--- src/hw/rtl/frc_pkg.sv ---
`timescale 1ns / 1ps
package frc_pkg;
  localparam int ENTRIES    = 16;
  localparam int KEY_BITS   = 32;
  localparam int VALUE_BITS = 32;
  localparam int IDX_BITS   = $clog2(ENTRIES);
  localparam int CNT_BITS   = $clog2(ENTRIES + 1);
  localparam int TOT_BITS   = 32;

  localparam logic [2:0] MODE_PUT    = 3'd0;
  localparam logic [2:0] MODE_GET    = 3'd1;
  localparam logic [2:0] MODE_REMOVE = 3'd2;
  localparam logic [2:0] MODE_EXISTS = 3'd3;
  localparam logic [2:0] MODE_CLEAR  = 3'd4;

  typedef enum logic [2:0] {
    ST_IDLE,
    ST_SCAN,
    ST_DECIDE,
    ST_SHIFT,
    ST_COMMIT,
    ST_DONE
  } state_t;

  // controller -> datapath
  typedef struct packed {
    logic load;       // capture item, clear scan
    logic scan;       // examine slot at scan index
    logic decide;     // resolve hit/evict/insert
    logic shift;      // rank shift after a drop, one slot per cycle
    logic commit;     // write slot, counters
    logic emit;       // drive result strobe
  } ctrl_t;

  // datapath -> controller
  typedef struct packed {
    logic scan_last;
    logic shift_last;
    logic need_shift;
  } stat_t;
endpackage

--- src/hw/rtl/fifo_replacement_cache.sv ---
`timescale 1ns / 1ps
// FIFO-replacement key/value cache, 16 slots, fully associative. Raise start
// with a beat (mode/key/value) while busy is low; exactly one result beat
// follows, shown for one cycle with out_strobe high. The receiver cannot stall,
// so sample on out_strobe. After the accepting edge, busy stays high through a
// sequential key/age scan of the slot array, a decide step, a commit step and an
// output step; the result beat shows in the cycle after the output step, when
// busy is already low. A put that evicts or a remove hit adds a rank-shift pass
// after the decide step. Capacity must be written on the cfg channel only while
// idle; the block itself does not enforce this.
module fifo_replacement_cache (
  input  logic        clk,
  input  logic        rst_n,
  input  logic        start,
  output logic        busy,
  input  logic [2:0]  in_mode,
  input  logic [31:0] in_lookup_key,
  input  logic [31:0] in_write_value,
  input  logic        cfg_valid,
  output logic        cfg_ready,
  input  logic [4:0]  cfg_capacity_limit,
  output logic        out_strobe,
  output logic        out_found,
  output logic [31:0] out_read_value,
  output logic [4:0]  out_entry_count,
  output logic        out_evicted,
  output logic [31:0] out_request_total,
  output logic [31:0] out_hit_total,
  output logic [31:0] out_miss_total,
  output logic [31:0] out_eviction_total
);
  import frc_pkg::*;

  ctrl_t ctrl;
  stat_t stat;
  logic [4:0] cap_r;

  assign cfg_ready = 1'b1;

  // capacity register; reset to full size
  always_ff @(posedge clk) begin
    if (!rst_n) begin
      cap_r <= 5'd16;
    end else if (cfg_valid && cfg_ready) begin
      cap_r <= cfg_capacity_limit;
    end
  end

  frc_ctrl u_ctrl (
    .clk   (clk),
    .rst_n (rst_n),
    .start (start),
    .busy  (busy),
    .stat  (stat),
    .ctrl  (ctrl)
  );

  frc_dp u_dp (
    .clk                (clk),
    .rst_n              (rst_n),
    .ctrl               (ctrl),
    .stat               (stat),
    .in_mode            (in_mode),
    .in_lookup_key      (in_lookup_key),
    .in_write_value     (in_write_value),
    .cap_limit          (cap_r),
    .out_strobe         (out_strobe),
    .out_found          (out_found),
    .out_read_value     (out_read_value),
    .out_entry_count    (out_entry_count),
    .out_evicted        (out_evicted),
    .out_request_total  (out_request_total),
    .out_hit_total      (out_hit_total),
    .out_miss_total     (out_miss_total),
    .out_eviction_total (out_eviction_total)
  );
endmodule

--- src/hw/rtl/frc_ctrl.sv ---
`timescale 1ns / 1ps
module frc_ctrl (
  input  logic          clk,
  input  logic          rst_n,
  input  logic          start,
  output logic          busy,
  input  frc_pkg::stat_t stat,
  output frc_pkg::ctrl_t ctrl
);
  import frc_pkg::*;

  state_t state_r, state_nxt;

  always_ff @(posedge clk) begin
    if (!rst_n) begin
      state_r <= ST_IDLE;
    end else begin
      state_r <= state_nxt;
    end
  end

  always_comb begin
    state_nxt = state_r;
    ctrl      = '0;
    busy      = 1'b1;
    case (state_r)
      ST_IDLE: begin
        busy = 1'b0;
        if (start) begin
          ctrl.load = 1'b1;
          state_nxt = ST_SCAN;
        end
      end
      ST_SCAN: begin
        ctrl.scan = 1'b1;
        if (stat.scan_last) state_nxt = ST_DECIDE;
      end
      ST_DECIDE: begin
        ctrl.decide = 1'b1;
        state_nxt = stat.need_shift ? ST_SHIFT : ST_COMMIT;
      end
      ST_SHIFT: begin
        ctrl.shift = 1'b1;
        if (stat.shift_last) state_nxt = ST_COMMIT;
      end
      ST_COMMIT: begin
        ctrl.commit = 1'b1;
        state_nxt = ST_DONE;
      end
      ST_DONE: begin
        ctrl.emit = 1'b1;
        state_nxt = ST_IDLE;
      end
      default: state_nxt = ST_IDLE;
    endcase
  end
endmodule

--- src/hw/rtl/frc_dp.sv ---
`timescale 1ns / 1ps
module frc_dp (
  input  logic                           clk,
  input  logic                           rst_n,
  input  frc_pkg::ctrl_t                 ctrl,
  output frc_pkg::stat_t                 stat,
  input  logic [2:0]                     in_mode,
  input  logic [frc_pkg::KEY_BITS-1:0]   in_lookup_key,
  input  logic [frc_pkg::VALUE_BITS-1:0] in_write_value,
  input  logic [4:0]                     cap_limit,
  output logic                           out_strobe,
  output logic                           out_found,
  output logic [31:0]                    out_read_value,
  output logic [4:0]                     out_entry_count,
  output logic                           out_evicted,
  output logic [31:0]                    out_request_total,
  output logic [31:0]                    out_hit_total,
  output logic [31:0]                    out_miss_total,
  output logic [31:0]                    out_eviction_total
);
  import frc_pkg::*;

  logic [KEY_BITS-1:0]   key_mem [ENTRIES];
  logic [VALUE_BITS-1:0] val_mem [ENTRIES];
  logic [IDX_BITS-1:0]   rank_r  [ENTRIES];
  logic [ENTRIES-1:0]    valid_r;
  logic [CNT_BITS-1:0]   count_r;
  logic [TOT_BITS-1:0]   req_r, hit_r, miss_r, evc_r;

  logic [2:0]            mode_r;
  logic [KEY_BITS-1:0]   key_r;
  logic [VALUE_BITS-1:0] wval_r;
  logic [IDX_BITS-1:0]   idx_r;
  logic                  hit_r_f;
  logic [IDX_BITS-1:0]   hit_idx_r;
  logic                  old_f_r;
  logic [IDX_BITS-1:0]   old_idx_r;
  logic                  free_f_r;
  logic [IDX_BITS-1:0]   free_idx_r;
  logic [IDX_BITS-1:0]   drop_rank_r;
  logic                  ins_r;
  logic                  evict_r;
  logic                  found_r;
  logic [VALUE_BITS-1:0] rd_r;

  logic [CNT_BITS-1:0]   cap_eff;
  logic                  is_put, do_evict, do_drop;
  logic [IDX_BITS-1:0]   drop_idx;
  logic [CNT_BITS-1:0]   count_drop;

  localparam logic [IDX_BITS-1:0] IDX_LAST = IDX_BITS'(ENTRIES - 1);

  always_comb begin
    if (cap_limit == '0) cap_eff = CNT_BITS'(1);
    else if (cap_limit > 5'(ENTRIES)) cap_eff = CNT_BITS'(ENTRIES);
    else cap_eff = CNT_BITS'(cap_limit);
  end

  assign is_put   = (mode_r == MODE_PUT);
  assign do_evict = is_put && !hit_r_f && (count_r >= cap_eff) && old_f_r;
  assign do_drop  = do_evict || (mode_r == MODE_REMOVE && hit_r_f);
  assign drop_idx = do_evict ? old_idx_r : hit_idx_r;

  assign stat.scan_last  = (idx_r == IDX_LAST);
  assign stat.shift_last = (idx_r == IDX_LAST);
  assign stat.need_shift = do_drop;

  assign count_drop = (count_r != '0) ? count_r - CNT_BITS'(1) : count_r;

  function automatic logic [TOT_BITS-1:0] sat_inc(input logic [TOT_BITS-1:0] c);
    return (&c) ? c : c + TOT_BITS'(1);
  endfunction

  // slot memories: one write port
  always_ff @(posedge clk) begin
    if (ctrl.commit && ins_r) begin
      key_mem[free_idx_r] <= key_r;
      val_mem[free_idx_r] <= wval_r;
    end else if (ctrl.commit && is_put && hit_r_f) begin
      val_mem[hit_idx_r] <= wval_r;
    end
  end

  always_ff @(posedge clk) begin
    if (!rst_n) begin
      valid_r <= '0;
      count_r <= '0;
      req_r   <= '0;
      hit_r   <= '0;
      miss_r  <= '0;
      evc_r   <= '0;
      out_strobe <= 1'b0;
    end else begin
      out_strobe <= ctrl.emit;
      if (ctrl.decide && do_drop) begin
        valid_r[drop_idx] <= 1'b0;
        count_r <= count_drop;
      end
      if (ctrl.commit) begin
        if (mode_r == MODE_CLEAR) begin
          valid_r <= '0;
          count_r <= '0;
        end
        if (ins_r) begin
          valid_r[free_idx_r] <= 1'b1;
          count_r <= count_r + CNT_BITS'(1);
        end
        if (evict_r) evc_r <= sat_inc(evc_r);
        if (mode_r == MODE_GET) begin
          req_r <= sat_inc(req_r);
          if (hit_r_f) hit_r <= sat_inc(hit_r);
          else miss_r <= sat_inc(miss_r);
        end
      end
    end
  end

  // rank updates: shift younger ranks one at a time, set new rank on insert
  always_ff @(posedge clk) begin
    if (ctrl.shift && valid_r[idx_r] && rank_r[idx_r] > drop_rank_r)
      rank_r[idx_r] <= rank_r[idx_r] - IDX_BITS'(1);
    if (ctrl.commit && ins_r)
      rank_r[free_idx_r] <= count_r[IDX_BITS-1:0];
  end

  // item capture, scan and decisions
  always_ff @(posedge clk) begin
    if (ctrl.load) begin
      mode_r   <= in_mode;
      key_r    <= in_lookup_key;
      wval_r   <= in_write_value;
      idx_r    <= '0;
      hit_r_f  <= 1'b0;
      old_f_r  <= 1'b0;
      free_f_r <= 1'b0;
      hit_idx_r  <= '0;
      old_idx_r  <= '0;
      free_idx_r <= '0;
    end
    if (ctrl.scan) begin
      idx_r <= idx_r + IDX_BITS'(1);
      if (valid_r[idx_r] && key_mem[idx_r] == key_r && !hit_r_f) begin
        hit_r_f   <= 1'b1;
        hit_idx_r <= idx_r;
      end
      if (valid_r[idx_r] && rank_r[idx_r] == '0 && !old_f_r) begin
        old_f_r   <= 1'b1;
        old_idx_r <= idx_r;
      end
      if (!valid_r[idx_r] && !free_f_r) begin
        free_f_r   <= 1'b1;
        free_idx_r <= idx_r;
      end
    end
    if (ctrl.decide) begin
      idx_r       <= '0;
      evict_r     <= do_evict;
      drop_rank_r <= rank_r[drop_idx];
      found_r     <= hit_r_f && (mode_r == MODE_GET || mode_r == MODE_EXISTS);
      rd_r        <= (hit_r_f && mode_r == MODE_GET) ? val_mem[hit_idx_r] : '0;
      // lowest free slot; an evicted slot below the first free one wins
      ins_r       <= is_put && !hit_r_f && (free_f_r || do_evict);
      if (do_evict && (!free_f_r || old_idx_r < free_idx_r))
        free_idx_r <= old_idx_r;
    end
    if (ctrl.shift) idx_r <= idx_r + IDX_BITS'(1);
  end

  assign out_found          = found_r;
  assign out_read_value     = rd_r;
  assign out_entry_count    = 5'(count_r);
  assign out_evicted        = evict_r;
  assign out_request_total  = req_r;
  assign out_hit_total      = hit_r;
  assign out_miss_total     = miss_r;
  assign out_eviction_total = evc_r;
endmodule

--- config.mk ---
export PLATFORM = sky130hd
export DESIGN_NAME = fifo_replacement_cache
export DESIGN_NICKNAME = d
export VERILOG_FILES = /design/src/hw/rtl/frc_pkg.sv /design/src/hw/rtl/fifo_replacement_cache.sv /design/src/hw/rtl/frc_ctrl.sv /design/src/hw/rtl/frc_dp.sv
export SDC_FILE = /design/constraint.sdc
export NUM_CORES = 1
export LEC_CHECK = 0
export ABC_AREA = 1
export BUFFER_PORTS_ARGS = -buffer_cell sky130_fd_sc_hd__buf_2
export CORE_ASPECT_RATIO = 1.1
export CORE_MARGIN = 3
export CORE_UTILIZATION = 40
export CTS_CLUSTER_SIZE = 10
export DETAILED_ROUTE_END_ITERATION = 10
export GPL_ROUTABILITY_DRIVEN = 1
export HOLD_SLACK_MARGIN = 0.05
export MAX_ROUTING_LAYER = met4
export SLEW_MARGIN = 20
export SYNTH_ARGS = -nofsm -noshare
export SYNTH_HDL_FRONTEND = slang
export SYNTH_HIERARCHICAL = 1
export SYNTH_SLANG_ARGS = --single-unit
--- constraint.sdc ---
create_clock -name clk -period 7.6 [get_ports clk]
set_input_delay 0.38 -clock clk [delete_from_list [all_inputs] [get_ports clk]]
set_output_delay 0.38 -clock clk [all_outputs]
set_load 0.02 [all_outputs]
* Yosys cells after proc, flatten, opt, wreduce, memory -nomap -nowiden
Memories as Yosys holds them, arrays and structs flattened. A register that Yosys moved wholly into a read port is not among the register bits. Cells that the tools add are included.
Storage, ports and cells: logic and storage cells 183, input bits 76, output and inout port bits 170, RAM bits 1088, memories kept 3, flip-flop bits (word level) 247
Cells by class: magnitude comparators 9, bitwise operators 8, reduce and logical (&&, ||, !) cells 47, equal/unequal tests 14, add/subtract/negate cells 8, multiplexer cells 72
Memories:
- u_dp.key_mem | depth 16, width 32, rd ports 1, clocked after Yosys merged registers in 1, wr ports 1, line frc_dp.sv:23 | logic [KEY_BITS-1:0] key_mem [ENTRIES];
- u_dp.val_mem | depth 16, width 32, rd ports 1, clocked after Yosys merged registers in 1, wr ports 1, line frc_dp.sv:24 | logic [VALUE_BITS-1:0] val_mem [ENTRIES];
- u_dp.rank_r | depth 16, width 4, rd ports 2, clocked after Yosys merged registers in 2, wr ports 1, line frc_dp.sv:25 | logic [IDX_BITS-1:0] rank_r [ENTRIES];
Operator list (number):
- adder 32 x 1 -> 32 bit (second input constant) | 4
- AND reduction 32 bit | 4
- two-way mux 16 bit | 6
- two-way mux 4 bit | 21
- two-way mux 5 bit | 7
- equality test 32 bit | 1
- two-way mux 32 bit | 1
- OR reduction 32 bit | 1
- two-way mux 1 bit | 29
- logical AND 1 bit | 21
- AND 16 bit | 1
- NOT 16 bit | 1
- bitwise OR 16 bit | 1
- < comparator 4 x 5 -> 1 bit (second input constant) | 3
- case mux 3 bit (5 select lines) | 1
- equality test 3 x 2 -> 1 bit (second input constant) | 4
- two-way mux 3 bit | 4
- equality test 3 bit (second input constant) | 3
- AND reduction 3 bit | 3
- demux 1 bit (select 4 bit) | 2
- >= comparator 4 x 1 -> 1 bit (second input constant) | 2
- AND reduction 4 bit | 2
- equality test 3 x 1 -> 1 bit (second input constant) | 2
- logical NOT 3 bit | 2
- 19 further kinds | 32

* Depth between registers and ports, before layout
word-level depth 20, mapped depth 20, depth with buffers taken out 17

* By module
The synthesis kept the hierarchy.
Modules (own cells, without submodules):
- frc_dp | cells each 5404, instances 1, area an instance 57925.6 sq um, seq. area each 39357.7 sq um
- frc_ctrl | cells each 40, instances 1, area an instance 244.0 sq um, seq. area each 60.1 sq um
- fifo_replacement_cache | cells each 32, instances 1, area an instance 224.0 sq um, seq. area each 100.1 sq um

* Worst setup path before layout
Ideal clock, no wire load.
path kind reg-to-reg, from register u_ctrl.state_r[1], to register u_dp.idx_r[0], enable pin, setup slack 1969 ps, arrival time 5281 ps, period minus slack after synthesis 5631 ps, required time 7250 ps, buffers on the path 0, stages on the path, launching flop included 6, library setup time 350 ps, path through dfxtp_1 -> nor2_2 -> nand2_1 -> nor2_1 -> clkinv_1 -> nand4_1
RTL lines:
- from (decl) | line frc_ctrl.sv:12 | state_t state_r, state_nxt;
- from (signal assigned) | line frc_ctrl.sv:18 | state_r <= state_nxt;
- to (signal assigned) | line frc_dp.sv:141 | idx_r <= idx_r + IDX_BITS'(1);
- to (signal assigned) | line frc_dp.sv:166 | if (ctrl.shift) idx_r <= idx_r + IDX_BITS'(1);
- to (decl) | line frc_dp.sv:33 | logic [IDX_BITS-1:0] idx_r;

==> impl_metrics.env <==
export IMPL_cts_root_buf="clkbuf_16"
export IMPL_period_minus_slack_ns=4.77
export IMPL_synthXorXnorAreaFrac=0.00461
export IMPL_critPathMaxFanout=119
export IMPL_holdPathEnd="u_ctrl/state_r[0]"
export IMPL_hold_start="start"
export IMPL_synth_cell_types=51
export IMPL_maxCapViolCount=0
export IMPL_final_common_cell="edfxtp_1"
export IMPL_fin_crit_sh=0.628
export IMPL_grtUsageTotal=0.212
export IMPL_ff2ff_path_depth=16
export IMPL_grt_pass1_wl_microns=238000
export IMPL_drtPass1Iterations=6
export IMPL_dieWidth_microns=370
export IMPL_cts_htree_levels=4
export IMPL_initial_core_util=0.404
export IMPL_peakVddDrop_v=0.000209
export IMPL_core_area_sq_um=144000
export IMPL_first_global_vias=39100
export IMPL_dp_cells=7424
export IMPL_synth_top_family_by_area="simple AND/OR/NAND/NOR gates"
export IMPL_cts_buffer_depth=3
export IMPL_crit_path_end_kind="register"
export IMPL_synthAdderAreaFrac=0.00514
export IMPL_syn_to_final_growth_pct=14.6
export IMPL_grt_max_degree=133
export IMPL_fin_skew_ns=0.0513
export IMPL_synthCells=5476
export IMPL_synth_simple_area_share=0.167
export IMPL_die_area_sq_um=151000
export IMPL_syn_num_nets=5576
export IMPL_min_path_type="input port to register"
export IMPL_tritoncts="yes"
export IMPL_worst_pin_slew_ns=1.15
export IMPL_final_antenna_net_count=0
export IMPL_port_buffers=244
export IMPL_avgSynthCellArea_sq_um=10.7
export IMPL_r2r_end="u_dp/rank_r[0][0]"
export IMPL_place_ws_ns=2.89
export IMPL_first_iter_violations=3937
export IMPL_fill_cells=13100
export IMPL_worst_skew_pair_late_latency_ns=0.80
export IMPL_slew_limit_headroom=0.230
export IMPL_num_vias=41500
export IMPL_dp_hpwl_microns=86700
export IMPL_synth_edff_count=1198
export IMPL_mostFrequentLayoutCells="edfxtp_1 (1198), nand2_1 (984), nor2_1 (694), o21ai_0 (504), nand3_1 (403)"
export IMPL_synth_compound_gate_area_share=0.0968
export IMPL_netlist_top_cells_area="edfxtp_1 (62%), nand2_1 (6.3%), dfxtp_1 (6.1%), nor2_1 (4.7%), o21ai_0 (4.3%)"
export IMPL_netlist_area_leader_share=0.616
export IMPL_slew_violations=0
export IMPL_p_per_area_nw_per_um2=299
export IMPL_avgRoutedWirePerCell_microns=20.5
export IMPL_setup_viol_count_final=0
export IMPL_fp_dieH_microns=407
export IMPL_hold_depth=5
export IMPL_yosys_area_top_type="edfxtp_1"
export IMPL_hold_ws_ns=0.237
export IMPL_overflow=0
export IMPL_drc=0
export IMPL_finalNonFillerCells=7727
export IMPL_ys_seq_area_frac=0.677
export IMPL_gp_congestion=0.933
export IMPL_row_count=146
export IMPL_drive_above_1_share=0.101
export IMPL_drt_wl_total_microns=158000
export IMPL_cts_resized=0
export IMPL_cts_inserted_buffers=160
export IMPL_synthMuxAreaShare=0
export IMPL_cts_sinks=1375
export IMPL_clk_pin_slew_ns=0.05
export IMPL_max_freq_ghz=0.210
export IMPL_antenna_found_initial=5
export IMPL_synth_main_ff_cell="edfxtp_1"
export IMPL_worstSetupPathType="register to register"
export IMPL_synth_seq_cells=1375
export IMPL_crit_path_start_kind="register"
export IMPL_rsz0062_at_grt="false"
export IMPL_yosysWarnings=6
export IMPL_required_ns=8.00
export IMPL_setup_slack_ns=2.83
export IMPL_syn_area_sq_um=58400
export IMPL_hold_viol_final=0
export IMPL_critPathArrivalTime_ns=5.17
export IMPL_leakage_nw=23.7
export IMPL_status="finished, final reports clean"
export IMPL_routed_via_density=5.38
export IMPL_nets=5844
export IMPL_rrSetupSlack_ns=2.83
export IMPL_io_pins=246
export IMPL_async_flop_share=0
export IMPL_fin_setup_tns_ns=0
report_power, final:
group          switching (mW)  leakage (nW)  internal (mW)
clock                    2.99          2.22           3.90
combinational            2.61          9.27           1.04
sequential              0.513          12.3           8.95
flip-flops by register name (all words and copies together) (netlist names), 3 cells and up, named ones only:
register / count
u_dp/val_mem: 512
cap_r: 5
u_dp/old_idx_r: 4
u_dp/valid_r: 16
u_ctrl/state_r: 3
u_dp/out_hit_total: 32
u_dp/drop_rank_r: 4
u_dp/free_idx_r: 4
u_dp/out_miss_total: 32
u_dp/rank_r: 64
u_dp/out_entry_count: 5
u_dp/out_eviction_total: 32
u_dp/hit_idx_r: 4
u_dp/out_request_total: 32
u_dp/key_mem: 512
u_dp/key_r: 32
u_dp/wval_r: 32
u_dp/out_read_value: 32
u_dp/mode_r: 3
u_dp/idx_r: 4
logic make-up after synthesis:
| kind of cell | Yosys count |
|---|---|
| flip-flops | 1375 |
| buffers and inverters | 699 |
| XOR/XNOR | 29 |
| AND/OR/NAND/NOR | 2334 |
| other | 1 |
| adder cells (fa/ha/maj) | 24 |
| AO/OA/AOI/OAI | 1014 |
critical path, cell delays in order, from the launching register on:
cell	delay, ns
dfxtp_4	0.54
inv_6	0.85
o21ai_0	0.22
o211ai_1	0.23
o211ai_1	0.11
nand2_1	0.49
inv_2	0.12
ha_1	0.21
inv_1	0.06
a21oi_1	0.08
o21ai_0	0.14
o21ai_0	0.10
nor2_1	0.11
nand2_1	0.14
inv_1	0.20
nand2_1	0.14
o21ai_0	0.59
layout make-up:
class,instances,area (sq um),area share
sequential,1375,39500,0.591
multi-input combinational,3402,16200,0.243
timing repair buffer,390,2530,0.0378
clock inverter,24,465,0.00696
antenna,4,10.0,0.000150
inverter,415,1580,0.0236
clock buffer,193,4150,0.0620
tap,1924,2410,0.0360
cells in the mapped netlist (25+ instances only):
library cell and instances:
nor4_1 26, nand2_1 985, nand4_1 52, o221ai_1 33, a211oi_1 67, o211ai_1 46
dfxtp_1 177, o21ai_1 87, o21ai_0 504, buf_2 77, inv_1 400, edfxtp_1 1198
nor3_1 89, o22ai_1 69, nor2_1 727, a21oi_1 174, clkbuf_1 155, xor2_1 25
nand3_1 403
routing by layer:
layer	track usage	up-vias	wire length (microns)
li1	-	19600	-
met1	0.278	20200	68000
met2	0.336	1420	75600
met3	0.0340	303	9770
met4	0.0736	0	5000
met5	-	-	0
through the flow:
step	power (mW)	util	cell area [sq um]
final	20.0	0.463	66900
after global routing	20.9	0.463	66900
after global placement	13.1	0.425	61500
after CTS	20.2	0.463	66900
after floorplan	12.0	-	58400
after detailed placement	13.2	0.425	61500
worst max-delay path by stage:
stage	startpoint	endpoint	cells after the start
finish	register	u_dp/rank_r[0][0]	16
global route	register	u_dp/rank_r[3][0]	16
CTS	register	u_dp/rank_r[3][0]	16
detailed placement	register	u_dp/rank_r[3][2]	16
global placement	register	u_dp/rank_r[3][1]	16
floorplan	u_ctrl/state_r[1]	u_dp/idx_r[0]	5
what timing repair did:
action / CTS / global route
hold endpoints to repair: 72 / 0
setup buffers: 0 / 0
hold buffers: 82 / 0
Power figures use the tool's default switching activity.
